==> src/design/pidm_pkg.sv <==
`default_nettype none

package pidm_pkg;

  localparam int SUM_W = 48;
  localparam int SUM_SPLIT = 24;
  localparam int GAIN_W = 16;
  localparam int VEL_W = 16;
  localparam int VMAX_W = 15;
  localparam int CNT_W = 16;
  localparam int ACC_W = 66;
  localparam int CFG_IDX_W = 3;
  localparam int TERM_SHIFT = 60;

  localparam logic [GAIN_W-1:0] GAIN_P_RESET = 16'd256;
  localparam logic [GAIN_W-1:0] GAIN_I_RESET = 16'd0;
  localparam logic [GAIN_W-1:0] GAIN_D_RESET = 16'd0;
  localparam logic [VMAX_W-1:0] MAX_VEL_RESET = 15'd400;
  localparam logic [GAIN_W-1:0] SETTLE_TOL_RESET = 16'd5;
  localparam logic [CNT_W-1:0] ITER_LIMIT_RESET = 16'd1000;

  typedef enum logic [1:0] {
    STATUS_IDLE    = 2'd0,
    STATUS_RUNNING = 2'd1,
    STATUS_SETTLED = 2'd2,
    STATUS_TIMEOUT = 2'd3
  } move_status_t;

  typedef enum logic [CFG_IDX_W-1:0] {
    REG_TARGET     = 3'd0,
    REG_GAIN_P     = 3'd1,
    REG_GAIN_I     = 3'd2,
    REG_GAIN_D     = 3'd3,
    REG_MAX_VEL    = 3'd4,
    REG_SETTLE_TOL = 3'd5,
    REG_ITER_LIMIT = 3'd6
  } cfg_reg_t;

  typedef struct packed {
    logic [GAIN_W-1:0] gain_p;
    logic [GAIN_W-1:0] gain_i;
    logic [GAIN_W-1:0] gain_d;
  } gains_t;

endpackage

`default_nettype wire

==> src/design/pidm_clamp.sv <==
`default_nettype none

module pidm_clamp (
  input  logic                               clk,
  input  logic                               rst,
  input  logic                               in_valid,
  output logic                               in_ready,
  input  logic signed [pidm_pkg::ACC_W-1:0]  acc,
  input  pidm_pkg::move_status_t             in_status,
  input  logic [pidm_pkg::VMAX_W-1:0]        max_velocity,
  output logic                               out_valid,
  input  logic                               out_ready,
  output logic signed [pidm_pkg::VEL_W-1:0]  velocity_command,
  output pidm_pkg::move_status_t             move_status
);
  import pidm_pkg::*;

  logic                    take;
  logic signed [ACC_W-1:0] lim;
  logic signed [ACC_W-1:0] neg_lim;
  logic signed [VEL_W-1:0] vel_c;

  assign in_ready = !out_valid || out_ready;
  assign take = in_valid && in_ready;

  always_comb begin
    lim = $signed(ACC_W'(max_velocity));
    neg_lim = -lim;
    if (acc > lim) begin
      vel_c = lim[VEL_W-1:0];
    end else if (acc < neg_lim) begin
      vel_c = neg_lim[VEL_W-1:0];
    end else begin
      vel_c = acc[VEL_W-1:0];
    end
    // Only a running or timed-out step drives the motor.
    if (in_status != STATUS_RUNNING && in_status != STATUS_TIMEOUT) begin
      vel_c = '0;
    end
  end

  always_ff @(posedge clk) begin
    if (rst) begin
      out_valid <= 1'b0;
    end else if (in_ready) begin
      out_valid <= in_valid;
    end
  end

  always_ff @(posedge clk) begin
    if (take) begin
      velocity_command <= vel_c;
      move_status <= in_status;
    end
  end

endmodule

`default_nettype wire

==> config.mk <==
export PLATFORM = sky130hd
export DESIGN_NAME = pidm_clamp
export DESIGN_NICKNAME = d
export VERILOG_FILES = /design/src/design/pidm_pkg.sv /design/src/design/pidm_clamp.sv
export SDC_FILE = /design/constraint.sdc
export NUM_CORES = 1
export LEC_CHECK = 0
export BUFFER_PORTS_ARGS = -buffer_cell sky130_fd_sc_hd__buf_2
export CAP_MARGIN = 20
export CORE_MARGIN = 3
export CORE_UTILIZATION = 50
export CTS_CLUSTER_DIAMETER = 80
export CTS_CLUSTER_SIZE = 40
export DETAILED_ROUTE_END_ITERATION = 8
export MAX_ROUTING_LAYER = met4
export PLACE_DENSITY = 0.78
export SLEW_MARGIN = 15
export SYNTH_ARGS = -nofsm -noshare
export SYNTH_HDL_FRONTEND = slang
export SYNTH_SLANG_ARGS = --single-unit
==> constraint.sdc <==
create_clock -name clk -period 5.1 [get_ports clk]
set_clock_uncertainty 0.05 [all_clocks]
set_input_delay 0.51 -clock clk [delete_from_list [all_inputs] [get_ports clk]]
set_output_delay 0.51 -clock clk [all_outputs]
set_load 0.005 [all_outputs]
==> out/results.tsv <==
stage	metric	value	unit
cts	cts.sinks	19	
cells_and_area	drive_gt1_frac	0.254	
power_and_ir_drop	power.leakage	0.00207	uW
global_routing	grt_max_degree	38	
min_path	holdCritPathClass	in2reg	
worst_setup_path	startpoint_type	input port	
power_and_ir_drop	vdd.ir_drop.worst	95.6	uV
timing	relSlewSlack	0.281	
timing	rsz0062_at_grt	no	
placement	port_buffers	106	
yosys	synth_top_area_frac	0.299	
cts	ctsResizeCount	0	
timing	hold_viol_final	0	
timing	period_share	0.866	
yosys	synthMuxAreaShare	0.0102	
global_routing	overflow	0	
floorplanning	start_util	0.527	
yosys	synth_nets	587	
placement	hpwl	8.52	mm
worst_setup_path	crit_required	5030	ps
drt	drt_wl_total	10.3	mm
yosys	yosys-top-cells-area	ha_1, edfxtp_1, nand4_1	
timing	holdWs	348	ps
cells_and_area	n_fill_cell	580	
cts	cts.clk_slew.worst_paths	80	ps
timing	fmax	0.227	GHz
cts	root_buffer	clkbuf_8	
drt	drt-initial-drc-count	276	
global_routing	antenna_found_initial	0	
worst_setup_path	r2r_start	out_valid	
worst_setup_path	critPathCaptureType	flip-flop	
worst_setup_path	crit_path_max_fanout	29	
timing	drv_slew	0	
floorplanning	fp-row-count	29	
cts	post-cts-setup-buffer-count	0	
cells_and_area	final_common_cell	buf_2	
floorplanning	fp.dieW	88.8	um
cts	clk_path_buf_depth	2	
cts	ctsHtreeMaxLevel	1	
flow_run	max_cap_viol_count	0	
cells_and_area	fin_util	0.635	
cts	cts_buffers	3	
yosys	yosysTopAreaCell	ha_1	
floorplanning	coreArea	6490	um^2
status	status	completed	
yosys	synth_edf_count	18	
yosys	avgSynthCellArea	8.20	um^2
yosys	ys_seq_elements	19	
cts	postCtsHoldBufs	0	
placement	gp_congestion	0.957	
cts	tritoncts	yes	
yosys	synth-simple-area-share	0.262	
drt	vias	3743	
yosys	synth-main-ff-cell	edfxtp_1	
cts	clk_latency	260	ps
min_path	holdCritStartpoint	rst	
cells_and_area	stdcell_count	601	
yosys	syn-instance-count	418	
yosys	synth_compound_area_frac	0.186	
yosys	syn-cell-area	3430	um^2
timing	min_period	4420	ps
power_and_ir_drop	pwr_density_cell	125	nW/um^2
yosys	synthDistinctLibCells	53	
worst_setup_path	cp.arrival	4340	ps
floorplanning	io_pins	107	
timing	setup_viol	0	
floorplanning	fp.dieArea	7880	um^2
timing	worstMarginPinSlew	1080	ps
drt	drc	0	
drt	vias_per_cell	6.23	
timing	tns	0	ps
cells_and_area	area_delta_synth_final	20.4	%
yosys	synth_top_family_by_area	adder cells	
yosys	yosys.area_share.adder	0.299	
cells_and_area	nNetsFinal	694	
yosys	synth-seq-area-share	0.164	
drt	ant_nets	0	
yosys	async_reset_ff_frac	0	
cells_and_area	n_antenna_cell	0	
worst_setup_path	worstSetupStartpoint	max_velocity[0]	
global_routing	grt_pass1_vias	3482	
yosys	synth_warnings	0	
yosys	synthXorXnorAreaFrac	0.0307	
global_routing	grt_usage	0.274	
cells_and_area	layout_common_cells	buf_2, ha_1, nand2_1	
placement	dp.cells	597	
floorplanning	die_h	88.8	um
worst_setup_path	crit_type	in2reg	
drt	post_drt_wl_per_cell	17.2	um
global_routing	grt_pass1_wl	16.7	mm
drt	first_pass_iters	6	
## routing by layer
metal | up-vias | GRT usage | share of wire
li1 | 1835 | - | -
met1 | 1698 | 0.367 | 0.44
met2 | 192 | 0.450 | 0.46
met3 | 18 | 0.0186 | 0.076
met4 | 0 | 0.0618 | 0.021
met5 | - | - | 0
## critical path, stage by stage
cell and delay [ps]:
buf_2 130, inv_1 80, ha_1 250, and3_1 230, and4_1 310, nand4_1 390
nor3_1 280, ha_1 280, ha_1 160, nand4_2 100, or4_1 550, a41oi_1 250
nor4bb_1 110, a21boi_2 200, buf_12 190, mux2i_1 210, o22ai_1 110
## kinds of logic (layout without fill, tap and decap cells)
group | after synthesis | in the layout
flip-flops | 19 | 19
multiplexers | 3 | 3
buffers and inverters | 39 | 145
adder cells (fa/ha/maj) | 82 | 82
AO/OA/AOI/OAI | 98 | 98
AND/OR/NAND/NOR | 165 | 165
XOR/XNOR | 12 | 12
## final cells by class
| cell class | instances | area [um^2] | share of cell area |
|---|---|---|---|
| multi-input cells | 360 | 2710 | 0.656 |
| repair buffers | 117 | 626 | 0.152 |
| flip-flops and latches | 19 | 561 | 0.136 |
| well taps | 77 | 96.3 | 0.0234 |
| inverters | 24 | 90.1 | 0.0218 |
| clock buffers | 3 | 41.3 | 0.0100 |
| clock inverters | 1 | 5.00 | 0.00121 |
## final timing paths
path / endpoint / slack, ps / cells after the start
max reg2reg: velocity_command[12] / 3530 / 2
min reg2reg: out_valid / 470 / 2
min: out_valid / 350 / 2
max: velocity_command[14] / 680 / 17
## synthesized netlist by cell type, types with 2 or more instances
master and number:
ha_1 82, nand2_1 34, a21oi_1 33, nand4_1 27, inv_1 23, nor2_1 23
nor4_1 21, edfxtp_1 18, nor3_1 17, nand3_1 15, o21bai_1 13, clkbuf_1 11
xnor2_1 11, a21o_1 10, o21ai_0 10, o211ai_1 7, and3_1 5, nand2b_1 4
o21ai_1 4, a221oi_1 3, and4_1 3, nor2b_1 3, o22ai_1 3, a211oi_1 2
a31oi_1 2, and2_1 2, buf_2 2, buf_6 2, mux2i_1 2, nor3_4 2
o311ai_1 2
## through the flow
| stage | setup WS (ps) | instance area [um^2] | total power, uW |
|---|---|---|---|
| finish | 685 | 4120 | 517 |
| global route | 259 | 4120 | 549 |
| CTS | 706 | 4120 | 513 |
| detailed placement | 454 | 4080 | 404 |
| global placement | 656 | 4080 | 398 |
| floorplan | 1000 | 3430 | 310 |
## power by group
| group | switching [uW] | internal (uW) | leakage, uW |
|---|---|---|---|
| registers | 3.16 | 186 | 0.000187 |
| clock network | 56.9 | 54.5 | 0.0000255 |
| logic | 125 | 91.6 | 0.00186 |
## registers in the layout, summed over array words and instances (netlist names)
| signal | flops |
|---|---|
| velocity_command | 16 |
| move_status | 2 |
| out_valid | 1 |
(Power assumes the default switching activity.)
