**config.mk**
```make
export PLATFORM = sky130hd
export DESIGN_NAME = pidm_mult
export DESIGN_NICKNAME = d
export VERILOG_FILES = /design/src/design/pidm_pkg.sv /design/src/design/pidm_mult.sv
export SDC_FILE = /design/constraint.sdc
export NUM_CORES = 2
export LEC_CHECK = 0
export BUFFER_PORTS_ARGS = -buffer_cell sky130_fd_sc_hd__clkbuf_2
export CELL_PAD_IN_SITES_DETAIL_PLACEMENT = 0
export CELL_PAD_IN_SITES_GLOBAL_PLACEMENT = 1
export CORE_MARGIN = 2
export CORE_UTILIZATION = 54
export CTS_CLUSTER_SIZE = 10
export DETAILED_ROUTE_END_ITERATION = 16
export GPL_ROUTABILITY_DRIVEN = 0
export GPL_TIMING_DRIVEN = 0
export PLACE_DENSITY = 0.92
export SYNTH_ARGS = -nofsm -noshare
export SYNTH_HDL_FRONTEND = slang
export SYNTH_SLANG_ARGS = --single-unit
```
**constraint.sdc**
```tcl
create_clock -name clk -period 22.4 [get_ports clk]
set_input_delay 4.48 -clock clk [delete_from_list [all_inputs] [get_ports clk]]
set_output_delay 4.48 -clock clk [all_outputs]
set_load 0.03 [all_outputs]
```
**src/design/pidm_pkg.sv**
```systemverilog
`default_nettype none

package pidm_pkg;

  localparam int SUM_W = 48;
  localparam int SUM_SPLIT = 24;
  localparam int GAIN_W = 16;
  localparam int VEL_W = 16;
  localparam int VMAX_W = 15;
  localparam int CNT_W = 16;
  localparam int ACC_W = 66;
  localparam int CFG_IDX_W = 3;
  localparam int TERM_SHIFT = 60;

  localparam logic [GAIN_W-1:0] GAIN_P_RESET = 16'd256;
  localparam logic [GAIN_W-1:0] GAIN_I_RESET = 16'd0;
  localparam logic [GAIN_W-1:0] GAIN_D_RESET = 16'd0;
  localparam logic [VMAX_W-1:0] MAX_VEL_RESET = 15'd400;
  localparam logic [GAIN_W-1:0] SETTLE_TOL_RESET = 16'd5;
  localparam logic [CNT_W-1:0] ITER_LIMIT_RESET = 16'd1000;

  typedef enum logic [1:0] {
    STATUS_IDLE    = 2'd0,
    STATUS_RUNNING = 2'd1,
    STATUS_SETTLED = 2'd2,
    STATUS_TIMEOUT = 2'd3
  } move_status_t;

  typedef enum logic [CFG_IDX_W-1:0] {
    REG_TARGET     = 3'd0,
    REG_GAIN_P     = 3'd1,
    REG_GAIN_I     = 3'd2,
    REG_GAIN_D     = 3'd3,
    REG_MAX_VEL    = 3'd4,
    REG_SETTLE_TOL = 3'd5,
    REG_ITER_LIMIT = 3'd6
  } cfg_reg_t;

  typedef struct packed {
    logic [GAIN_W-1:0] gain_p;
    logic [GAIN_W-1:0] gain_i;
    logic [GAIN_W-1:0] gain_d;
  } gains_t;

endpackage

`default_nettype wire

```
**src/design/pidm_mult.sv**
```systemverilog
`default_nettype none

module pidm_mult #(
  parameter int POSITION_WIDTH = 24
) (
  input  logic                                                    clk,
  input  logic                                                    rst,
  input  logic                                                    in_valid,
  output logic                                                    in_ready,
  input  logic signed [POSITION_WIDTH:0]                          err,
  input  logic signed [POSITION_WIDTH+1:0]                        der,
  input  logic signed [pidm_pkg::SUM_W-1:0]                       sum,
  input  pidm_pkg::move_status_t                                  in_status,
  input  pidm_pkg::gains_t                                        gains,
  output logic                                                    out_valid,
  input  logic                                                    out_ready,
  output logic signed [pidm_pkg::GAIN_W+POSITION_WIDTH+1:0]       p_term,
  output logic signed [pidm_pkg::GAIN_W+POSITION_WIDTH+2:0]       d_term,
  output logic signed [pidm_pkg::GAIN_W+pidm_pkg::SUM_W-pidm_pkg::SUM_SPLIT:0] i_hi,
  output logic [pidm_pkg::GAIN_W+pidm_pkg::SUM_SPLIT-1:0]         i_lo,
  output logic signed [pidm_pkg::SUM_W-1:0]                       out_sum,
  output pidm_pkg::move_status_t                                  out_status
);
  import pidm_pkg::*;

  localparam int P_W = GAIN_W + POSITION_WIDTH + 2;
  localparam int D_W = GAIN_W + POSITION_WIDTH + 3;
  localparam int HI_W = GAIN_W + SUM_W - SUM_SPLIT + 1;
  localparam int LO_W = GAIN_W + SUM_SPLIT;

  logic              take;
  logic signed [P_W-1:0]  p_c;
  logic signed [D_W-1:0]  d_c;
  logic signed [HI_W-1:0] hi_c;
  logic [LO_W-1:0]        lo_c;

  assign in_ready = !out_valid || out_ready;
  assign take = in_valid && in_ready;

  always_comb begin
    p_c = $signed({1'b0, gains.gain_p}) * err;
    d_c = $signed({1'b0, gains.gain_d}) * der;
    hi_c = $signed({1'b0, gains.gain_i}) * $signed(sum[SUM_W-1:SUM_SPLIT]);
    lo_c = gains.gain_i * sum[SUM_SPLIT-1:0];
  end

  always_ff @(posedge clk) begin
    if (rst) begin
      out_valid <= 1'b0;
    end else if (in_ready) begin
      out_valid <= in_valid;
    end
  end

  always_ff @(posedge clk) begin
    if (take) begin
      p_term <= p_c;
      d_term <= d_c;
      i_hi <= hi_c;
      i_lo <= lo_c;
      out_sum <= sum;
      out_status <= in_status;
    end
  end

endmodule

`default_nettype wire

```
==> flow_metrics.env <==
export IMPL_synth_edf_count=216
export IMPL_grt_max_degree=65
export IMPL_cts_tree="yes"
export IMPL_grtUsageMet1_pct=38.88
export IMPL_final_max_slew_viol_count=0
export IMPL_syn_inst=6673
export IMPL_first_pass_iters=6
export IMPL_synth_seq_cells=217
export IMPL_area_delta_synth_final_pct=7.809
export IMPL_nets=9112
export IMPL_hp_class="reg2reg"
export IMPL_cts_sink_count=217
export IMPL_status="completed"
export IMPL_finalSetupViolCount=0
export IMPL_cts_resized=0
export IMPL_max_freq_mhz=84.42
export IMPL_layout_min_cycle_time_ps=11850
export IMPL_drv_cap=0
export IMPL_clockBufferDepth=3
export IMPL_overflow=0
export IMPL_antenna_found_initial=16
export IMPL_grtUsageTotal_pct=31.86
export IMPL_maxSlewHeadroom_pct=16.37
export IMPL_grt_pass1_wl_mm=283.6
export IMPL_fill_cells=9987
export IMPL_antenna_left=0
export IMPL_grt_util_met2_pct=50.55
export IMPL_path_clk_slew_ps=50
export IMPL_final_period_utilization_pct=52.88
export IMPL_place_hpwl_mm=148.1
export IMPL_skew_ps=23.01
export IMPL_drive_gt1_share_pct=6.171
export IMPL_cts_setup_buffers=0
export IMPL_synth_main_ff_cell="edfxtp_1"
export IMPL_yosysWarnings=0
export IMPL_path_max_fanout=10
export IMPL_vias=46836
export IMPL_start_kind="primary input"
export IMPL_grt_pass1_vias=50983
export IMPL_async_flop_share_pct=0
export IMPL_num_io_pins=371
export IMPL_clkLatencyLatePin_ps=600
export IMPL_initial_core_util_pct=54.55
export IMPL_fp_dieW_um=344.1
export IMPL_top_usage_layer="met2"
export IMPL_crit_arrival_ps=12250
export IMPL_h_tree_depth=2
export IMPL_wire_per_inst_um=20.99
export IMPL_die_y_um=344.1
export IMPL_yosysSeqAreaShare_pct=10.42
export IMPL_syn_area_um2=62460
export IMPL_tns_ps=0
export IMPL_final_hold_viol_count=0
export IMPL_synth_distinct_cells=78
export IMPL_drtIter0Drc=3159
export IMPL_path_class="in2reg"
export IMPL_dieArea_um2=118400
export IMPL_end_kind="flop"
export IMPL_wirelength_mm=180.6
export IMPL_rows=124
export IMPL_drc=0
export IMPL_io_buffers=346
export IMPL_tightestPinTransition_ps=1255
export IMPL_grt_setup_unrepaired="false"
export IMPL_ctsHoldBuffers=0
export IMPL_cts_buffers=35
export IMPL_met3_usage_pct=9.821
export IMPL_cts_root_buffer="clkbuf_16"
export IMPL_cp_required_ps=22810
export IMPL_syn_avg_cell_area_um2=9.360
export IMPL_core_area_um2=114500
export IMPL_via_per_inst=5.444
export IMPL_syn_nets=8726
==> stage by stage <==
stage	std cells	instance area [um2]	hold slack [ps]	setup WS, ps	utilization (%)
2_1_floorplan	6673	62460	859.5	12030	-
3_3_place_gp	8531	66080	492.0	9528	57.71
3_5_place_dp	8534	66170	518.1	10140	57.79
4_1_cts	8593	67310	527.5	10800	58.78
5_1_grt	8595	67310	569.4	10410	58.79
6_report	8604	67340	516.8	10550	58.81
==> kinds of logic (layout without fill, tap and decap cells) <==
logic type / after synthesis / count (layout) / share of synthesized area, %
buf+inv: 2076 / 2484 / 12.48
compound gates: 433 / 433 / 4.698
simple gates: 1905 / 1905 / 14.58
other cells: 0 / 11 / 0
xor+xnor: 142 / 142 / 1.991
flops: 217 / 217 / 10.42
fa+ha+maj: 1900 / 1900 / 55.84
==> critical path: stages <==
cell and delay (ps):
clkbuf_1 900, clkbuf_1 760, nand2_1 180, fa_1 580, inv_1 50, fa_1 480, fa_1 620, fa_1 440
fa_1 490, inv_1 50, fa_1 560, inv_1 70, ha_1 270, clkbuf_1 270, nand3_1 170, nor3_1 320
o2111ai_1 160, a21oi_1 450, o21bai_2 200, o211a_1 270, or3b_1 370, o311ai_1 90
==> cell usage after synthesis, drive strengths merged (15+ instances only) <==
master / n / area share (%)
a211oi: 27 / 0.36
a21o: 54 / 0.65
a21oi: 125 / 1.0
a31oi: 17 / 0.20
and2: 620 / 6.2
clkbuf: 261 / 1.6
edfxtp: 216 / 10
fa: 1479 / 47
ha: 421 / 8.4
inv: 1813 / 11
nand2: 1036 / 6.2
nand3: 27 / 0.22
nand4: 15 / 0.15
nor2: 86 / 0.52
nor2b: 21 / 0.21
nor3: 32 / 0.27
o211ai: 18 / 0.22
o21a: 29 / 0.35
o21ai: 78 / 0.67
o21bai: 19 / 0.23
xnor2: 104 / 1.5
xor2: 38 / 0.53
==> area by class of cell <==
class | count | area (um2) | area share [%]
antenna | 11 | 27.53 | 0.04088
buffer | 263 | 989.7 | 1.470
clock buffer | 43 | 948.4 | 1.408
clock inverter | 16 | 192.7 | 0.2862
inverter | 1813 | 6805 | 10.11
multi-input combinational | 4380 | 48160 | 71.52
sequential | 217 | 6506 | 9.662
tap | 1512 | 1892 | 2.810
timing repair buffer | 349 | 1814 | 2.694
==> state kept, by name (all words and copies together), names as in the netlist <==
signal,count
out_sum,48
d_term,43
p_term,42
i_hi,41
i_lo,40
out_status,2
out_valid,1
==> cells in the final DEF (no fill, tap or decap), types with 11 or more instances in the layout <==
cell / Yosys / final
a211oi_1: 23 / 23
a21o_1: 54 / 54
a21oi_1: 123 / 123
a31oi_1: 14 / 14
and2_1: 620 / 619
and3_1: 12 / 12
clkbuf_1: 261 / 267
clkbuf_16: 0 / 37
clkbuf_2: 0 / 346
diode_2: 0 / 11
edfxtp_1: 216 / 216
fa_1: 1479 / 1479
ha_1: 421 / 421
inv_1: 1813 / 1813
nand2_1: 1036 / 1036
nand2b_1: 14 / 14
nand3_1: 27 / 27
nand4_1: 15 / 15
nor2_1: 86 / 86
nor2b_1: 21 / 21
nor3_1: 30 / 30
o211ai_1: 18 / 18
o21a_1: 28 / 28
o21ai_0: 67 / 67
o21bai_1: 18 / 18
xnor2_1: 104 / 104
xor2_1: 38 / 38
==> worst paths after layout <==
path	start	end	slack, ps	cells after the start
max reg2reg	out_valid$_SDFFE_PP0N_	d_term[4]$_DFFE_PP_	20290	4
min reg2reg	out_valid$_SDFFE_PP0N_	out_valid$_SDFFE_PP0N_	520	2
max	gains[24]	i_hi[39]$_DFFE_PP_	10550	22
min	out_valid$_SDFFE_PP0N_	out_valid$_SDFFE_PP0N_	520	2
==> per-layer routing <==
metal  part of all wire [%]  up-vias
li1                       -    20220
met1                     36    23561
met2                     46     2403
met3                     11      640
met4                    6.7       12
met5                  0.044        -
Power is left out: the tool's default activity adds up to more than one toggle a clock period on the data nets, which glitch-free logic cannot reach.
