$ cat src/design/pidm_pkg.sv
`default_nettype none

package pidm_pkg;

  localparam int SUM_W = 48;
  localparam int SUM_SPLIT = 24;
  localparam int GAIN_W = 16;
  localparam int VEL_W = 16;
  localparam int VMAX_W = 15;
  localparam int CNT_W = 16;
  localparam int ACC_W = 66;
  localparam int CFG_IDX_W = 3;
  localparam int TERM_SHIFT = 60;

  localparam logic [GAIN_W-1:0] GAIN_P_RESET = 16'd256;
  localparam logic [GAIN_W-1:0] GAIN_I_RESET = 16'd0;
  localparam logic [GAIN_W-1:0] GAIN_D_RESET = 16'd0;
  localparam logic [VMAX_W-1:0] MAX_VEL_RESET = 15'd400;
  localparam logic [GAIN_W-1:0] SETTLE_TOL_RESET = 16'd5;
  localparam logic [CNT_W-1:0] ITER_LIMIT_RESET = 16'd1000;

  typedef enum logic [1:0] {
    STATUS_IDLE    = 2'd0,
    STATUS_RUNNING = 2'd1,
    STATUS_SETTLED = 2'd2,
    STATUS_TIMEOUT = 2'd3
  } move_status_t;

  typedef enum logic [CFG_IDX_W-1:0] {
    REG_TARGET     = 3'd0,
    REG_GAIN_P     = 3'd1,
    REG_GAIN_I     = 3'd2,
    REG_GAIN_D     = 3'd3,
    REG_MAX_VEL    = 3'd4,
    REG_SETTLE_TOL = 3'd5,
    REG_ITER_LIMIT = 3'd6
  } cfg_reg_t;

  typedef struct packed {
    logic [GAIN_W-1:0] gain_p;
    logic [GAIN_W-1:0] gain_i;
    logic [GAIN_W-1:0] gain_d;
  } gains_t;

endpackage

`default_nettype wire

$ cat src/design/pidm_state.sv
`default_nettype none

module pidm_state #(
  parameter int POSITION_WIDTH = 24
) (
  input  logic                                  clk,
  input  logic                                  rst,
  input  logic                                  in_valid,
  output logic                                  in_ready,
  input  logic signed [POSITION_WIDTH-1:0]      position,
  input  logic                                  start_move,
  input  logic signed [POSITION_WIDTH-1:0]      goal_position,
  input  logic [pidm_pkg::GAIN_W-1:0]           settle_tolerance,
  input  logic [pidm_pkg::CNT_W-1:0]            iteration_limit,
  output logic                                  out_valid,
  input  logic                                  out_ready,
  output logic signed [POSITION_WIDTH:0]        err,
  output logic signed [POSITION_WIDTH+1:0]      der,
  output logic signed [pidm_pkg::SUM_W-1:0]     sum,
  output pidm_pkg::move_status_t                status
);
  import pidm_pkg::*;

  localparam int ERR_W = POSITION_WIDTH + 1;
  localparam int DER_W = POSITION_WIDTH + 2;
  localparam int MAG_W = (ERR_W > GAIN_W) ? ERR_W : GAIN_W;

  logic signed [SUM_W-1:0] error_sum, error_sum_next;
  logic signed [ERR_W-1:0] last_error, last_error_next;
  logic [CNT_W-1:0]        step_count, step_count_next;
  logic                    move_active, move_active_next;

  logic                    take;
  logic                    active_now;
  logic signed [ERR_W-1:0] err_c;
  logic signed [DER_W-1:0] der_c;
  logic signed [SUM_W:0]   sum_wide;
  logic signed [SUM_W-1:0] sum_sat;
  logic [CNT_W-1:0]        cnt_inc;
  logic [ERR_W-1:0]        mag_raw;
  logic [MAG_W-1:0]        mag;
  logic                    settled;
  logic                    timeout;
  move_status_t            status_c;

  assign in_ready = !out_valid || out_ready;
  assign take = in_valid && in_ready;

  always_comb begin
    active_now = start_move || move_active;
    err_c = ERR_W'(goal_position) - ERR_W'(position);
    der_c = DER_W'(err_c) - DER_W'(last_error);
    sum_wide = (SUM_W + 1)'(error_sum) + (SUM_W + 1)'(err_c);
    if (sum_wide[SUM_W] != sum_wide[SUM_W-1]) begin
      sum_sat = sum_wide[SUM_W] ? {1'b1, {(SUM_W - 1){1'b0}}} : {1'b0, {(SUM_W - 1){1'b1}}};
    end else begin
      sum_sat = sum_wide[SUM_W-1:0];
    end
    cnt_inc = (start_move ? '0 : step_count) + CNT_W'(1);
    mag_raw = err_c[ERR_W-1] ? -err_c : err_c;
    mag = MAG_W'(mag_raw);
    settled = mag < MAG_W'(settle_tolerance);
    timeout = cnt_inc >= iteration_limit;

    error_sum_next = error_sum;
    last_error_next = last_error;
    step_count_next = step_count;
    move_active_next = move_active;
    status_c = STATUS_IDLE;
    if (take && active_now) begin
      error_sum_next = sum_sat;
      last_error_next = err_c;
      step_count_next = cnt_inc;
      move_active_next = !(settled || timeout);
      if (settled) begin
        status_c = STATUS_SETTLED;
      end else if (timeout) begin
        status_c = STATUS_TIMEOUT;
      end else begin
        status_c = STATUS_RUNNING;
      end
    end
  end

  always_ff @(posedge clk) begin
    if (rst) begin
      error_sum <= '0;
      last_error <= '0;
      step_count <= '0;
      move_active <= 1'b0;
      out_valid <= 1'b0;
    end else begin
      error_sum <= error_sum_next;
      last_error <= last_error_next;
      step_count <= step_count_next;
      move_active <= move_active_next;
      if (in_ready) begin
        out_valid <= in_valid;
      end
    end
  end

  always_ff @(posedge clk) begin
    if (take) begin
      err <= err_c;
      der <= der_c;
      sum <= sum_sat;
      status <= status_c;
    end
  end

endmodule

`default_nettype wire

$ cat config.mk
export PLATFORM = sky130hd
export DESIGN_NAME = pidm_state
export DESIGN_NICKNAME = d
export VERILOG_FILES = /design/src/design/pidm_pkg.sv /design/src/design/pidm_state.sv
export SDC_FILE = /design/constraint.sdc
export NUM_CORES = 1
export LEC_CHECK = 0
export BUFFER_PORTS_ARGS = -buffer_cell sky130_fd_sc_hd__buf_2
export CAP_MARGIN = 20
export CORE_ASPECT_RATIO = 1.2
export CORE_MARGIN = 5
export CORE_UTILIZATION = 60
export CTS_BUF_LIST = sky130_fd_sc_hd__clkbuf_8
export CTS_CLUSTER_DIAMETER = 100
export DETAILED_ROUTE_END_ITERATION = 8
export PLACE_DENSITY = 0.81
export SETUP_SLACK_MARGIN = 0.4
export SLEW_MARGIN = 20
export SYNTH_ARGS = -nofsm -noshare
export SYNTH_HDL_FRONTEND = slang
export SYNTH_SLANG_ARGS = --single-unit
$ cat constraint.sdc
create_clock -name clk -period 9.4 [get_ports clk]
set_input_delay 0.47 -clock clk [delete_from_list [all_inputs] [get_ports clk]]
set_output_delay 0.47 -clock clk [all_outputs]
set_load 0.01 [all_outputs]
==> results.toml <==
[clocking]
cts.path.max_buffers = 2
cts_setup_buffers = 0
clkSlewWorstSetupHoldPaths_ps = 100
tritoncts = "done"
clk_latency_ps = 490
root_buffer = "clkbuf_8"
htreeDepth = 4
cts_buffers = 17
cts.repair.resized = 0
cts_hold_buf = 0
cts.sinks = 192

[floorplanning]
die_y_um = 176
ios = 188
die_area_mm2 = 0.0260
fp.dieW_um = 148
core-area_mm2 = 0.0225
initial_core_util_pct = 61.0
fp-row-count = 60

[timing]
period_minus_slack_ps = 6610
layout_setup_ws_ps = 2790
fin_crit_sh_pct = 70.4
fin_tns_setup_ps = 0
relSlewSlack_pct = 33.7
rsz0062_at_grt = "no"
drv_slew = 0
hold_viol = 0
max_freq_mhz = 151
finalSetupViolCount = 0
worstMarginPinSlew_ps = 994
finalClockSkew_ps = 23.4

[layout]
diodes = 0
fin_area_mm2 = 0.0154
nets = 1965
area_delta_synth_final_pct = 12.1
fill_cells = 1866
final_common_cell = "buf_2"
utilization_pct = 68.4
drive_gt1_share_pct = 16.2
final_cell_mix = "buf_2, nand2_1, nor2_1, a21oi_1, ha_1"

[run]
max_cap_viol_count = 0

[route]
antenna_left = 0
drt-pass1-iter-count = 5
routed_wl_um = 36100
drcViolationCount = 0
wl_per_cell_um = 17.7
via_per_inst = 5.96
vias = 12172
drtIter0Drc = 856

[critical_path]
cp-end-kind = "register"
worstPathMaxFanout = 46
cp_data_required_time_ps = 9740
crit_arrival_ps = 6950
worst_r2r_path_depth = 14
crit_type = "in2reg"
critPathLaunchType = "primary input"

[grt]
grt_use_total_pct = 27.4
overflow = 0
first_global_vias = 11788
grt_max_degree = 75
grt_pass1_wl_um = 58000
antenna_found_initial = 0

[synthesis]
synth-edff-count = 101
syn_inst = 1575
ys_async_sr_fraction_pct = 0
synth_area_per_cell_um2 = 8.73
yosysSeqAreaShare_pct = 35.3
synth_cell_types = 94
ys_ff_latch = 192
synthFlopType = "edfxtp_1"
ys.warnings.count = 0
syn_nets = 1789
syn_area_mm2 = 0.0137

[hold_path]
hold_class = "in2reg"
hold_path_depth = 3

[pwr]
power_density_mw_per_mm2 = 207
vdd_ir_drop_max_mv = 0.143
leakage_nw = 6.91

[placed_design]
dpl_cell_area_mm2 = 0.0150
finalWeightedCongestion = 0.982
hpwl_um = 26700
place_ws_ps = 2100
port_buffers = 187

[outcome]
status = "finished, final reports clean"
cells by family after synthesis:
logic type	after synthesis	share of synthesized area [%]
AO/OA/AOI/OAI	464	22.2
XOR/XNOR	105	6.88
adder cells (fa/ha/maj)	153	13.7
buffers and inverters	177	5.12
flip-flops	192	35.3
multiplexers	6	0.446
AND/OR/NAND/NOR	478	16.4
final cells by class:
type | count | area (µm²) | share of cell area [%]
timing repair buffer | 213 | 1140 | 7.42
sequential | 192 | 4850 | 31.5
clock buffer | 17 | 234 | 1.52
clock inverter | 15 | 148 | 0.959
tap | 279 | 349 | 2.27
inverter | 121 | 457 | 2.97
multi-input combinational | 1206 | 8220 | 53.3
worst max-delay path, cell delays in order:
cell	delay (ps)
buf_2	100
ha_1	210
fa_1	450
nor2b_4	150
o31a_4	170
o21a_4	170
a21oi_1	70
o21ai_0	250
a31oi_1	120
a21oi_1	440
inv_1	80
buf_4	310
ha_1	510
a21o_1	150
a21o_1	100
a21o_1	130
a21oi_1	70
o221ai_1	310
o2111ai_2	210
a211oi_2	460
a311oi_1	180
xnor2_1	740
and2_1	480
buf_4	370
nor2_1	110
nor2_1	110
sequential cells by signal, summed over array words and instances, names as in the netlist:
register,count
step_count,16
sum,48
status,2
error_sum,48
move_active,1
last_error,25
err,25
der,26
out_valid,1
layer usage:
metal | global-route usage, % | wire (µm)
met5 | 0 | 0
met4 | 10.9 | 1270
met2 | 49.5 | 18000
met3 | 3.51 | 2040
met1 | 32.8 | 14800
worst paths after layout:
path	from	endpoint	slack (ps)
setup / recovery	position[0]	sum[27]$_DFFE_PP_	2790
hold / removal	in_valid	out_valid$_SDFFE_PP0N_	220
setup reg to reg	error_sum[8]$_SDFFE_PP0P_	sum[27]$_DFFE_PP_	4660
hold reg to reg	error_sum[18]$_SDFFE_PP0P_	error_sum[18]$_SDFFE_PP0P_	460
report_power, final:
group | internal, mW | total [mW] | switching (mW) | leakage, nW
Clock | 0.196 | 0.530 | 0.334 | 0.194
Combinational | 0.594 | 1.50 | 0.910 | 4.99
Sequential | 1.09 | 1.16 | 0.0642 | 1.72
per-stage QoR:
step / hold WS [ps] / instances / total power, mW
2_1_floorplan: 431 / 1575 / 2.22
3_3_place_gp: 438 / 2010 / 2.62
3_5_place_dp: 447 / 2010 / 2.66
4_1_cts: 201 / 2042 / 3.19
5_1_grt: 225 / 2043 / 3.40
6_report: 221 / 2043 / 3.19
cell usage after synthesis, drive strengths merged (3+ instances only):
cell type | count | area (µm²)
o21ai | 100 | 500
edfxtp | 101 | 3030
o21a | 28 | 218
clkbuf | 41 | 154
o41ai | 3 | 33.8
a21boi | 3 | 22.5
nand2b | 24 | 150
o2111ai | 8 | 76.3
a21oi | 135 | 676
and2 | 14 | 87.6
nand4 | 12 | 75.1
and3 | 9 | 56.3
o211ai | 8 | 60.1
a211o | 3 | 26.3
nor2b | 24 | 158
a221oi | 3 | 26.3
nor3b | 4 | 30.0
nand3 | 27 | 140
o31a | 4 | 43.8
ha | 126 | 1580
nor4b | 5 | 73.8
inv | 120 | 453
nor2 | 145 | 547
xor2 | 33 | 315
a311oi | 6 | 52.6
or2 | 7 | 43.8
a21o | 68 | 510
o31ai | 11 | 82.6
buf | 15 | 92.6
xnor2 | 72 | 631
a31oi | 10 | 68.8
nand2 | 160 | 601
mux2i | 5 | 50.1
a2111oi | 8 | 70.1
a41oi | 3 | 26.3
maj3 | 24 | 240
a211oi | 20 | 178
dfxtp | 91 | 1820
or3 | 9 | 56.3
o21bai | 15 | 113
nor3 | 29 | 150
fa | 3 | 60.1
(Power assumes the default switching activity.)
