==> src/design/pidm_pkg.sv <==
`default_nettype none

package pidm_pkg;

  localparam int SUM_W = 48;
  localparam int SUM_SPLIT = 24;
  localparam int GAIN_W = 16;
  localparam int VEL_W = 16;
  localparam int VMAX_W = 15;
  localparam int CNT_W = 16;
  localparam int ACC_W = 66;
  localparam int CFG_IDX_W = 3;
  localparam int TERM_SHIFT = 60;

  localparam logic [GAIN_W-1:0] GAIN_P_RESET = 16'd256;
  localparam logic [GAIN_W-1:0] GAIN_I_RESET = 16'd0;
  localparam logic [GAIN_W-1:0] GAIN_D_RESET = 16'd0;
  localparam logic [VMAX_W-1:0] MAX_VEL_RESET = 15'd400;
  localparam logic [GAIN_W-1:0] SETTLE_TOL_RESET = 16'd5;
  localparam logic [CNT_W-1:0] ITER_LIMIT_RESET = 16'd1000;

  typedef enum logic [1:0] {
    STATUS_IDLE    = 2'd0,
    STATUS_RUNNING = 2'd1,
    STATUS_SETTLED = 2'd2,
    STATUS_TIMEOUT = 2'd3
  } move_status_t;

  typedef enum logic [CFG_IDX_W-1:0] {
    REG_TARGET     = 3'd0,
    REG_GAIN_P     = 3'd1,
    REG_GAIN_I     = 3'd2,
    REG_GAIN_D     = 3'd3,
    REG_MAX_VEL    = 3'd4,
    REG_SETTLE_TOL = 3'd5,
    REG_ITER_LIMIT = 3'd6
  } cfg_reg_t;

  typedef struct packed {
    logic [GAIN_W-1:0] gain_p;
    logic [GAIN_W-1:0] gain_i;
    logic [GAIN_W-1:0] gain_d;
  } gains_t;

endpackage

`default_nettype wire

==> src/design/pidm_accum.sv <==
`default_nettype none

module pidm_accum #(
  parameter int POSITION_WIDTH = 24,
  parameter int GAIN_FRACTION_BITS = 8
) (
  input  logic                                                    clk,
  input  logic                                                    rst,
  input  logic                                                    in_valid,
  output logic                                                    in_ready,
  input  logic signed [pidm_pkg::GAIN_W+POSITION_WIDTH+1:0]       p_term,
  input  logic signed [pidm_pkg::GAIN_W+POSITION_WIDTH+2:0]       d_term,
  input  logic signed [pidm_pkg::GAIN_W+pidm_pkg::SUM_W-pidm_pkg::SUM_SPLIT:0] i_hi,
  input  logic [pidm_pkg::GAIN_W+pidm_pkg::SUM_SPLIT-1:0]         i_lo,
  input  logic signed [pidm_pkg::SUM_W-1:0]                       sum,
  input  pidm_pkg::move_status_t                                  in_status,
  output logic                                                    out_valid,
  input  logic                                                    out_ready,
  output logic signed [pidm_pkg::ACC_W-1:0]                       acc,
  output pidm_pkg::move_status_t                                  out_status
);
  import pidm_pkg::*;

  localparam logic signed [ACC_W-1:0] TERM_LIM = ACC_W'(1) <<< TERM_SHIFT;

  logic                    mid_valid;
  logic                    mid_ready;
  logic                    take_in;
  logic                    take_mid;
  logic signed [ACC_W-1:0] pd_sum;
  logic signed [ACC_W-1:0] i_sum;
  logic                    i_over;
  logic                    i_under;
  move_status_t            mid_status;
  logic signed [ACC_W-1:0] pd_c;
  logic signed [ACC_W-1:0] i_c;
  logic signed [ACC_W-1:0] i_scaled_c;
  logic                    i_over_c;
  logic                    i_under_c;
  logic signed [ACC_W-1:0] i_sel;
  logic signed [ACC_W-1:0] acc_c;

  assign mid_ready = !out_valid || out_ready;
  assign in_ready = !mid_valid || mid_ready;
  assign take_in = in_valid && in_ready;
  assign take_mid = mid_valid && mid_ready;

  // The integral term saturates once the sum times (gain + 1) passes the term limit.
  always_comb begin
    pd_c = ACC_W'(p_term) + ACC_W'(d_term);
    i_c = (ACC_W'(i_hi) <<< SUM_SPLIT) + $signed(ACC_W'(i_lo));
    i_scaled_c = i_c + ACC_W'(sum);
    i_over_c = i_scaled_c > TERM_LIM;
    i_under_c = i_scaled_c < -TERM_LIM;
    if (i_over) begin
      i_sel = TERM_LIM;
    end else if (i_under) begin
      i_sel = -TERM_LIM;
    end else begin
      i_sel = i_sum;
    end
    acc_c = (pd_sum + i_sel) >>> GAIN_FRACTION_BITS;
  end

  always_ff @(posedge clk) begin
    if (rst) begin
      mid_valid <= 1'b0;
      out_valid <= 1'b0;
    end else begin
      if (in_ready) begin
        mid_valid <= in_valid;
      end
      if (mid_ready) begin
        out_valid <= mid_valid;
      end
    end
  end

  always_ff @(posedge clk) begin
    if (take_in) begin
      pd_sum <= pd_c;
      i_sum <= i_c;
      i_over <= i_over_c;
      i_under <= i_under_c;
      mid_status <= in_status;
    end
    if (take_mid) begin
      acc <= acc_c;
      out_status <= mid_status;
    end
  end

endmodule

`default_nettype wire

==> config.mk <==
export PLATFORM = sky130hd
export DESIGN_NAME = pidm_accum
export DESIGN_NICKNAME = d
export VERILOG_FILES = /design/src/design/pidm_pkg.sv /design/src/design/pidm_accum.sv
export SDC_FILE = /design/constraint.sdc
export NUM_CORES = 1
export LEC_CHECK = 0
export ABC_AREA = 1
export BUFFER_PORTS_ARGS = -buffer_cell sky130_fd_sc_hd__buf_2
export CAP_MARGIN = 20
export CORE_UTILIZATION = 40
export CTS_CLUSTER_DIAMETER = 50
export DETAILED_ROUTE_END_ITERATION = 8
export GPL_TIMING_DRIVEN = 0
export PLACE_DENSITY = 0.62
export SYNTH_ARGS = -nofsm -noshare
export SYNTH_HDL_FRONTEND = slang
export SYNTH_SLANG_ARGS = --single-unit
==> constraint.sdc <==
create_clock -name clk -period 4.6 [get_ports clk]
set_input_delay 0.46 -clock clk [delete_from_list [all_inputs] [get_ports clk]]
set_output_delay 0.46 -clock clk [all_outputs]
set_load 0.02 [all_outputs]
==> flow_metrics.env, run 1 <==
export IMPL_io_pins=290
export IMPL_seqPwrFrac_pct=29.5
export IMPL_ir_drop_v=0.000275
export IMPL_final_max_slew_viol_count=0
export IMPL_synth_top_cells_by_area="edfxtp_1 (25%), nand2_1 (16%), ha_1 (11%), inv_1 (10%), nor2_1 (6.8%)"
export IMPL_yosysWarnings=0
export IMPL_crit_top_cell="nand2_1"
export IMPL_core_um2=51200
export IMPL_synth_area_per_cell_um2=6.50
export IMPL_grt_start_max_net_pins=79
export IMPL_synth_most_common_cell="nand2_1"
export IMPL_antenna_found_initial=3
export IMPL_slew_headroom_pct=40.9
export IMPL_status="completed"
export IMPL_fmax_mhz=230
export IMPL_gr_usage_met3_pct=2.29
export IMPL_synth_top_area_share_pct=25.2
export IMPL_synth_top_family_by_area="simple AND/OR/NAND/NOR gates"
export IMPL_cts_root_buffer="clkbuf_16"
export IMPL_yosysSeqAreaShare_pct=25.4
export IMPL_initial_utilization_pct=40.4
export IMPL_combPwrFrac_pct=50.0
export IMPL_via_count=21200
export IMPL_min_period_ps=4350
export IMPL_required_ps=4820
export IMPL_track_usage_pct=27.2
export IMPL_synthAdderAreaFrac_pct=11.6
export IMPL_fin_skew_ps=16.7
export IMPL_power_density_nw_per_um2=298
export IMPL_fin_crit_sh_pct=94.5
export IMPL_endpoint_kind="register"
export IMPL_port_buffers=289
export IMPL_synthXorXnorAreaFrac_pct=6.89
export IMPL_grtUsageMet2_pct=46.9
export IMPL_grt_remaining_overflow=0
export IMPL_place_gp_congestion=0.985
export IMPL_arrival_ps=4560
export IMPL_layout_nets=3916
export IMPL_ys_ff_latch=176
export IMPL_cp_max_fo=5
export IMPL_ys_types=56
export IMPL_synthCells=3185
export IMPL_grt_pass1_vias=19900
export IMPL_slowest_stage="xnor2_1"
export IMPL_synth_ff_type="edfxtp_1"
export IMPL_maxCapViolations=0
export IMPL_vias_per_cell=5.05
export IMPL_grt_pass1_wl_um=110000
export IMPL_final_area_um2=24200
export IMPL_place_area_um2=23100
export IMPL_area_growth_syn_to_layout_pct=17.0
export IMPL_cts_max_path_buffers=2
export IMPL_dp_hpwl_um=63900
export IMPL_cts_tree="yes"
export IMPL_setup_viol=0
export IMPL_cts_buffers=17
export IMPL_met1_usage_pct=36.2
export IMPL_p_switching_w=0.00325
export IMPL_dr_pass1_iters=8
export IMPL_synthMuxAreaShare_pct=0
export IMPL_drc=0
export IMPL_hold_violations=0
export IMPL_layout_drive_gt1_share_pct=15.0
export IMPL_rows=83
export IMPL_max_stage_delay_ps=410
export IMPL_drt_iter0_drc=1326
export IMPL_syn_num_nets=3596
export IMPL_netlist_top_cells_count="nand2_1 (897), inv_1 (572), nor2_1 (376), a21oi_1 (237), ha_1 (188)"
export IMPL_fillers=5455
export IMPL_intPower_w=0.00398
export IMPL_cts_max_level=4
export IMPL_yosys_area_share_simple_pct=32.1
export IMPL_wl_um=72400
export IMPL_cts_sinks=176
export IMPL_p_leak_nw=12.3
export IMPL_synth_edf_count=174
export IMPL_syn_area_um2=20700
export IMPL_die_w_um=230
export IMPL_cp_start_kind="input pin"
export IMPL_min_path_type="input pin to register"
export IMPL_criticalPathCategory="input pin to register"
export IMPL_power_frac_clock_pct=20.5
export IMPL_p_total_w=0.00723
export IMPL_ant_nets=0
export IMPL_switching_share_pct=44.9
export IMPL_dieArea_um2=52700
export IMPL_die_h_um=230
export IMPL_worst_slew_pin_slew_ps=886
export IMPL_synth_compound_area_share_pct=12.7
export IMPL_clkSlewWorstSetupHoldPaths_ps=70
export IMPL_synthArstFlopShare_pct=0
export IMPL_grt_busiest_layer="met2"
export IMPL_insertion_delay_ps=470
export IMPL_yosysTopAreaCell="edfxtp_1"
export IMPL_fin_setup_tns_ps=0
export IMPL_wire_per_inst_um=17.2
[repair_timing]
action	CTS	global route
endpoints found under the hold margin	0	0
gates cloned	0	0
hold buffers	0	0
pin swaps	0	9
resized for setup	9	81
setup buffers	0	9
setup endpoints to repair	2	2
[state kept, by name, summed over array words and instances (netlist names)]
name        count
mid_valid       1
pd_sum         44
i_sum          66
i_over          1
mid_status      2
acc            58
out_status      2
out_valid       1
i_under         1
[power by group through the flow]
| stage | sequential [W] | combinational [W] | clock (W) |
|---|---|---|---|
| 6_report | 0.00213 | 0.00362 | 0.00148 |
| 5_1_grt | 0.00215 | 0.00400 | 0.00155 |
| 4_1_cts | 0.00214 | 0.00350 | 0.00150 |
| 3_5_place_dp | 0.00218 | 0.00349 | 0 |
| 3_3_place_gp | 0.00219 | 0.00347 | 0 |
| 2_1_floorplan | 0.00223 | 0.00229 | 0 |
[critical path: cells and delay by family]
family / cells / cell delay (ps)
buf+inv: 4 / 340
simple gates: 17 / 1700
fa+ha+maj: 2 / 690
compound gates: 6 / 940
xor+xnor: 1 / 410
[through the flow]
step / hold slack, ps / worst slack [ps] / utilization [%] / instances
after global placement: 402 / -900 / 44.9 / 4154
after CTS: 152 / 26.6 / 46.4 / 4189
after detailed placement: 406 / -816 / 45.1 / 4157
final: 172 / 254 / 47.3 / 4199
after global routing: 159 / -32.7 / 47.3 / 4198
after floorplan: 400 / 646 / - / 3185
[worst paths after layout]
path                                 from  cells after the start  slack, ps                      end
hold reg to reg   mid_status[1]$_DFFE_PP_                      0        420  out_status[1]$_DFFE_PP_
setup / recovery                 i_lo[32]                     30        250         i_over$_DFFE_PP_
hold / removal                        rst                      2        170   mid_valid$_SDFFE_PP0N_
setup reg to reg        i_under$_DFFE_PP_                     14        570        acc[57]$_DFFE_PP_
[cell usage in the layout, fill, tap and decap left out, types with 17 or more instances in the layout]
cell type	n
a31oi_1	44
nand2_1	891
nor2_2	39
edfxtp_1	174
o21ai_0	81
xnor2_1	45
nand4_1	33
nor3_1	34
buf_2	289
xor2_1	109
nor2_1	364
clkbuf_16	17
nand3_1	112
inv_1	571
ha_1	165
nand2_2	44
buf_4	17
a21oi_1	231
[final cells by class]
class	instances	area [µm²]	share of cell area, %
Multi-Input combinational cell	2395	13600	56.0
Sequential cell	176	5270	21.7
Inverter	593	2230	9.21
Timing Repair Buffer	301	1590	6.56
Tap cell	680	851	3.51
Clock buffer	17	425	1.76
Clock inverter	15	190	0.785
Buffer	21	109	0.449
Antenna cell	1	2.50	0.0103
[per-layer routing]
metal / wire [µm] / part of all wire (%)
met1: 32700 / 45
met2: 34100 / 47
met3: 3680 / 5.1
met4: 1880 / 2.6
met5: 13 / 0.018
[cell families after synthesis]
group / count (synthesis)
AO/OA/AOI/OAI: 462
buffers and inverters: 614
flip-flops: 176
AND/OR/NAND/NOR: 1580
adder cells (fa/ha/maj): 191
XOR/XNOR: 162
(Power assumes the default switching activity.)
==> inputs of run 2 (changes only) <==
==> constraint.sdc (replaced) <==
create_clock -name clk -period 5.64 [get_ports clk]
set_input_delay 0.564 -clock clk [delete_from_list [all_inputs] [get_ports clk]]
set_output_delay 0.564 -clock clk [all_outputs]
set_load 0.02 [all_outputs]
==> flow_metrics.env, run 2 (synthesis results as in run 1) <==
export IMPL_status="completed"
export IMPL_min_path_type="input pin to register"
export IMPL_fin_util_pct=46.3
export IMPL_track_usage_pct=27.2
export IMPL_slowest_stage="fa_1"
export IMPL_fin_crit_sh_pct=88.9
export IMPL_dp_hpwl_um=63900
export IMPL_grt_start_max_net_pins=79
export IMPL_antenna_found_initial=3
export IMPL_via_count=20900
export IMPL_cp_start_kind="input pin"
export IMPL_arrival_ps=5230
export IMPL_rows=83
export IMPL_max_stage_delay_ps=440
export IMPL_min_period_ps=5010
export IMPL_worst_slew_pin_slew_ps=903
export IMPL_regToRegSetupSlack_ps=1610
export IMPL_maxCapViolations=0
export IMPL_cts_sinks=176
export IMPL_drt_iter0_drc=1297
export IMPL_initial_utilization_pct=40.4
export IMPL_cts_buffers=17
export IMPL_die_w_um=230
export IMPL_insertion_delay_ps=470
export IMPL_grt_pass1_wl_um=110000
export IMPL_cts_root_buffer="clkbuf_16"
export IMPL_layout_drive_gt1_share_pct=13.0
export IMPL_fin_setup_tns_ps=0
export IMPL_dp_cells=4157
export IMPL_grt_remaining_overflow=0
export IMPL_place_gp_congestion=0.985
export IMPL_post_cts_buffers=0
export IMPL_p_leak_nw=12.2
export IMPL_ctsResizeCount=0
export IMPL_drc=0
export IMPL_layout_common_cells="nand2_1 (897), inv_1 (571), nor2_1 (376)"
export IMPL_ant_nets=0
export IMPL_endpoint_kind="register"
export IMPL_vias_per_cell=5.00
export IMPL_die_h_um=230
export IMPL_timing_hold_ws_ps=276
export IMPL_hold_buffers=0
export IMPL_criticalPathCategory="input pin to register"
export IMPL_area_growth_syn_to_layout_pct=14.5
export IMPL_setup_viol=0
export IMPL_cts_max_path_buffers=2
export IMPL_fillers=5516
export IMPL_power_density_nw_per_um2=246
export IMPL_port_buffers=289
export IMPL_core_um2=51200
export IMPL_fin_cells=4190
export IMPL_slew_headroom_pct=39.8
export IMPL_r2r_start="i_under$_DFFE_PP_"
export IMPL_cts_max_level=4
export IMPL_io_pins=290
export IMPL_final_common_cell="nand2_1"
export IMPL_cp_max_fo=7
export IMPL_ir_drop_v=0.000224
export IMPL_fmax_mhz=199
export IMPL_hold_violations=0
export IMPL_cts_tree="yes"
export IMPL_wl_um=71900
export IMPL_top_regs="i_sum: 66 flops, acc: 58 flops, pd_sum: 44 flops"
export IMPL_timing_rr_end="acc[57]$_DFFE_PP_"
export IMPL_wire_per_inst_um=17.2
export IMPL_required_ps=5860
export IMPL_final_max_slew_viol_count=0
export IMPL_dr_pass1_iters=7
export IMPL_critPathCapture="i_over$_DFFE_PP_"
export IMPL_clkSlewWorstSetupHoldPaths_ps=70
export IMPL_rsz0062_at_grt="no"
export IMPL_fin_skew_ps=18.5
export IMPL_cp_startpoint="i_hi[0]"
export IMPL_r2r_cells=14
export IMPL_layout_nets=3907
export IMPL_grt_pass1_vias=19800
export IMPL_dieArea_um2=52700
export IMPL_largest_reg_flops=66
export IMPL_crit_top_cell="nand2_1"
export IMPL_regMostFlops="i_sum"
run 2: worst max-delay path: cells and delay by family:
kind	cells	cell delay, ps
fa+ha+maj	3	1170
simple gates	18	1750
buf+inv	5	460
compound gates	4	840
xor+xnor	1	430
run 2: area by class of cell:
cell class                 count  area (µm²)  area share, %
inverter                     593        2230           9.40
sequential                   176        5270           22.2
buffer                        21         109          0.459
clock buffer                  17         425           1.79
tap                          680         851           3.59
antenna                        1        2.50         0.0106
clock inverter                15         190          0.802
timing repair buffer         292        1520           6.42
multi-input combinational   2395       13100           55.3
run 2: how the worst min path moves through the flow:
stage / startpoint / depth (start not counted) / endpoint
floorplan: mid_status[0]$_DFFE_PP_ / 0 / out_status[0]$_DFFE_PP_
global placement: mid_status[1]$_DFFE_PP_ / 0 / out_status[1]$_DFFE_PP_
detailed placement: mid_status[1]$_DFFE_PP_ / 0 / out_status[1]$_DFFE_PP_
CTS: rst / 2 / out_valid$_SDFFE_PP0P_
global route: in_status[1] / 1 / mid_status[1]$_DFFE_PP_
finish: rst / 2 / mid_valid$_SDFFE_PP0N_
run 2: routing by layer:
layer / vias to the layer above / share of wire (%) / global-route usage [%]
li1: 10900 / - / -
met1: 9448 / 46 / 36.2
met2: 526 / 47 / 46.9
met3: 79 / 4.8 / 2.29
met4: 2 / 2.1 / 7.48
met5: - / 0.018 / 0
run 2: stage by stage:
stage / total power [W] / setup WS, ps / cell area, µm²
4_1_cts: 0.00583 / 607 / 23700
3_3_place_gp: 0.00462 / 36.0 / 23000
6_report: 0.00582 / 625 / 23700
2_1_floorplan: 0.00369 / 1580 / 20700
5_1_grt: 0.00622 / 266 / 23700
3_5_place_dp: 0.00462 / 120 / 23100
run 2: report_power, final:
group          switching (W)  total, W  internal [W]
Combinational        0.00194   0.00287      0.000930
Clock               0.000603   0.00121      0.000604
Sequential         0.0000699   0.00174       0.00167
Total                0.00262   0.00582       0.00321
==> inputs of run 3 (changes only) <==
--- a/config.mk
+++ b/config.mk
@@ -13,6 +13,7 @@
 export DETAILED_ROUTE_END_ITERATION = 8
 export GPL_TIMING_DRIVEN = 0
 export PLACE_DENSITY = 0.62
+export RECOVER_POWER = 100
 export SYNTH_ARGS = -nofsm -noshare
 export SYNTH_HDL_FRONTEND = slang
 export SYNTH_SLANG_ARGS = --single-unit
==> flow_metrics.env, run 3 (synthesis results as in run 1) <==
export IMPL_rsz0062_at_grt="no"
export IMPL_fin_crit_sh_pct=90.2
export IMPL_cp_max_fo=7
export IMPL_fin_cells=4189
export IMPL_p_leak_nw=12.0
export IMPL_cts_max_path_buffers=2
export IMPL_cts_buffers=17
export IMPL_rows=83
export IMPL_wl_um=72100
export IMPL_grt_pass1_wl_um=110000
export IMPL_track_usage_pct=27.2
export IMPL_ctsResizeCount=0
export IMPL_insertion_delay_ps=470
export IMPL_slew_headroom_pct=-25.0
export IMPL_post_cts_buffers=0
export IMPL_dp_slack_ps=120
export IMPL_r2r_cells=4
export IMPL_initial_utilization_pct=40.4
export IMPL_cts_max_level=4
export IMPL_fin_skew_ps=18.2
export IMPL_dieArea_um2=52700
export IMPL_crit_top_cell="nand2_1"
export IMPL_cp_start_kind="input pin"
export IMPL_cts_root_buffer="clkbuf_16"
export IMPL_port_buffers=289
export IMPL_slowest_stage="fa_1"
export IMPL_dp_hpwl_um=63900
export IMPL_regToRegSetupSlack_ps=1570
export IMPL_vias_per_cell=5.02
export IMPL_layout_drive_gt1_share_pct=10.1
export IMPL_die_w_um=230
export IMPL_crit_cells=31
export IMPL_hold_buffers=0
export IMPL_timing_rr_end="i_sum[50]$_DFFE_PP_"
export IMPL_fmax_mhz=197
export IMPL_whs_path_depth=2
export IMPL_antenna_found_initial=3
export IMPL_setup_viol=0
export IMPL_maxCapViolations=4
export IMPL_arrival_ps=5310
export IMPL_grt_remaining_overflow=0
export IMPL_top_regs="i_sum: 66 flops, acc: 58 flops, pd_sum: 44 flops"
export IMPL_final_common_cell="nand2_1"
export IMPL_dp_cells=4157
export IMPL_hold_violations=0
export IMPL_r2r_start="out_valid$_SDFFE_PP0P_"
export IMPL_cts_tree="yes"
export IMPL_ant_nets=0
export IMPL_max_stage_delay_ps=440
export IMPL_layout_common_cells="nand2_1 (899), inv_1 (574), nor2_1 (378)"
export IMPL_drc=0
export IMPL_fin_setup_tns_ps=0
export IMPL_critPathBufInv=5
export IMPL_final_seq_area_um2=5270
export IMPL_drt_iter0_drc=1365
export IMPL_core_um2=51200
export IMPL_path_delay_family="simple AND/OR/NAND/NOR gates"
export IMPL_p_total_w=0.00579
export IMPL_die_h_um=230
export IMPL_final_max_slew_viol_count=161
export IMPL_antenna_cells=0
export IMPL_criticalPathCategory="input pin to register"
export IMPL_wire_per_inst_um=17.2
export IMPL_multi_input_area_um2=13100
export IMPL_min_path_type="input pin to register"
export IMPL_fillers=5590
export IMPL_clkSlewWorstSetupHoldPaths_ps=70
export IMPL_fin_util_pct=45.9
export IMPL_regMostFlops="i_sum"
export IMPL_endpoint_kind="register"
export IMPL_place_gp_congestion=0.985
export IMPL_violations="capacitance limit, slew limit"
export IMPL_via_count=21000
export IMPL_grt_start_max_net_pins=79
export IMPL_worstHoldStart="rst"
export IMPL_required_ps=5860
export IMPL_io_pins=290
export IMPL_area_growth_syn_to_layout_pct=13.5
export IMPL_cts_sinks=176
export IMPL_ir_drop_v=0.000225
export IMPL_status="finished, violations left"
export IMPL_layout_nets=3907
export IMPL_power_density_nw_per_um2=247
export IMPL_min_to="mid_valid$_SDFFE_PP0N_"
export IMPL_grt_pass1_vias=19800
export IMPL_largest_reg_flops=66
export IMPL_worst_slew_pin_slew_ps=1880
export IMPL_setup_ws_ps=552
export IMPL_dr_pass1_iters=6
export IMPL_min_period_ps=5090
run 3: changes by cell type in the layout (fill, tap and decap cells not counted), sizes merged:
cell      before  now
buf          301  202
clkinvlp       1    2
clkbuf        29  128
inv          596  595
diode          1    0
run 3: report_power, final:
| group | switching, W | internal [W] | leakage [nW] |
|---|---|---|---|
| Clock | 0.000602 | 0.000604 | 0.294 |
| Combinational | 0.00194 | 0.000903 | 9.97 |
| Sequential | 0.0000707 | 0.00168 | 1.69 |
| Total | 0.00261 | 0.00318 | 12.0 |
run 3: metrics by stage:
stage	instance area [µm²]	hold slack [ps]
after floorplan	20700	400
after global placement	23000	402
after detailed placement	23100	406
after CTS	23700	256
after global routing	23500	263
final	23500	274
run 3: how the worst max path moves through the flow:
stage | slack (ps) | start | to
floorplan | 1580 | i_hi[2] | i_over$_DFFE_PP_
global placement | 40 | out_ready | acc[49]$_DFFE_PP_
detailed placement | 120 | i_hi[0] | i_over$_DFFE_PP_
CTS | 610 | i_hi[0] | i_over$_DFFE_PP_
global route | 130 | i_hi[0] | i_over$_DFFE_PP_
finish | 550 | i_hi[0] | i_over$_DFFE_PP_
run 3: per-layer routing:
| layer | vias up | track usage, % | wire length, µm |
|---|---|---|---|
| met5 | - | 0 | 13 |
| met4 | 2 | 7.48 | 1570 |
| met3 | 77 | 2.29 | 3530 |
| met2 | 562 | 46.9 | 34000 |
| met1 | 9503 | 36.2 | 32900 |
| li1 | 10900 | - | - |
run 3: cell type report:
type,count,area share [%]
multi-input cells,2395,55.7
flip-flops and latches,176,22.4
inverters,593,9.48
repair buffers,292,5.75
well taps,680,3.62
clock buffers,17,1.81
clock inverters,15,0.809
plain buffers,21,0.463
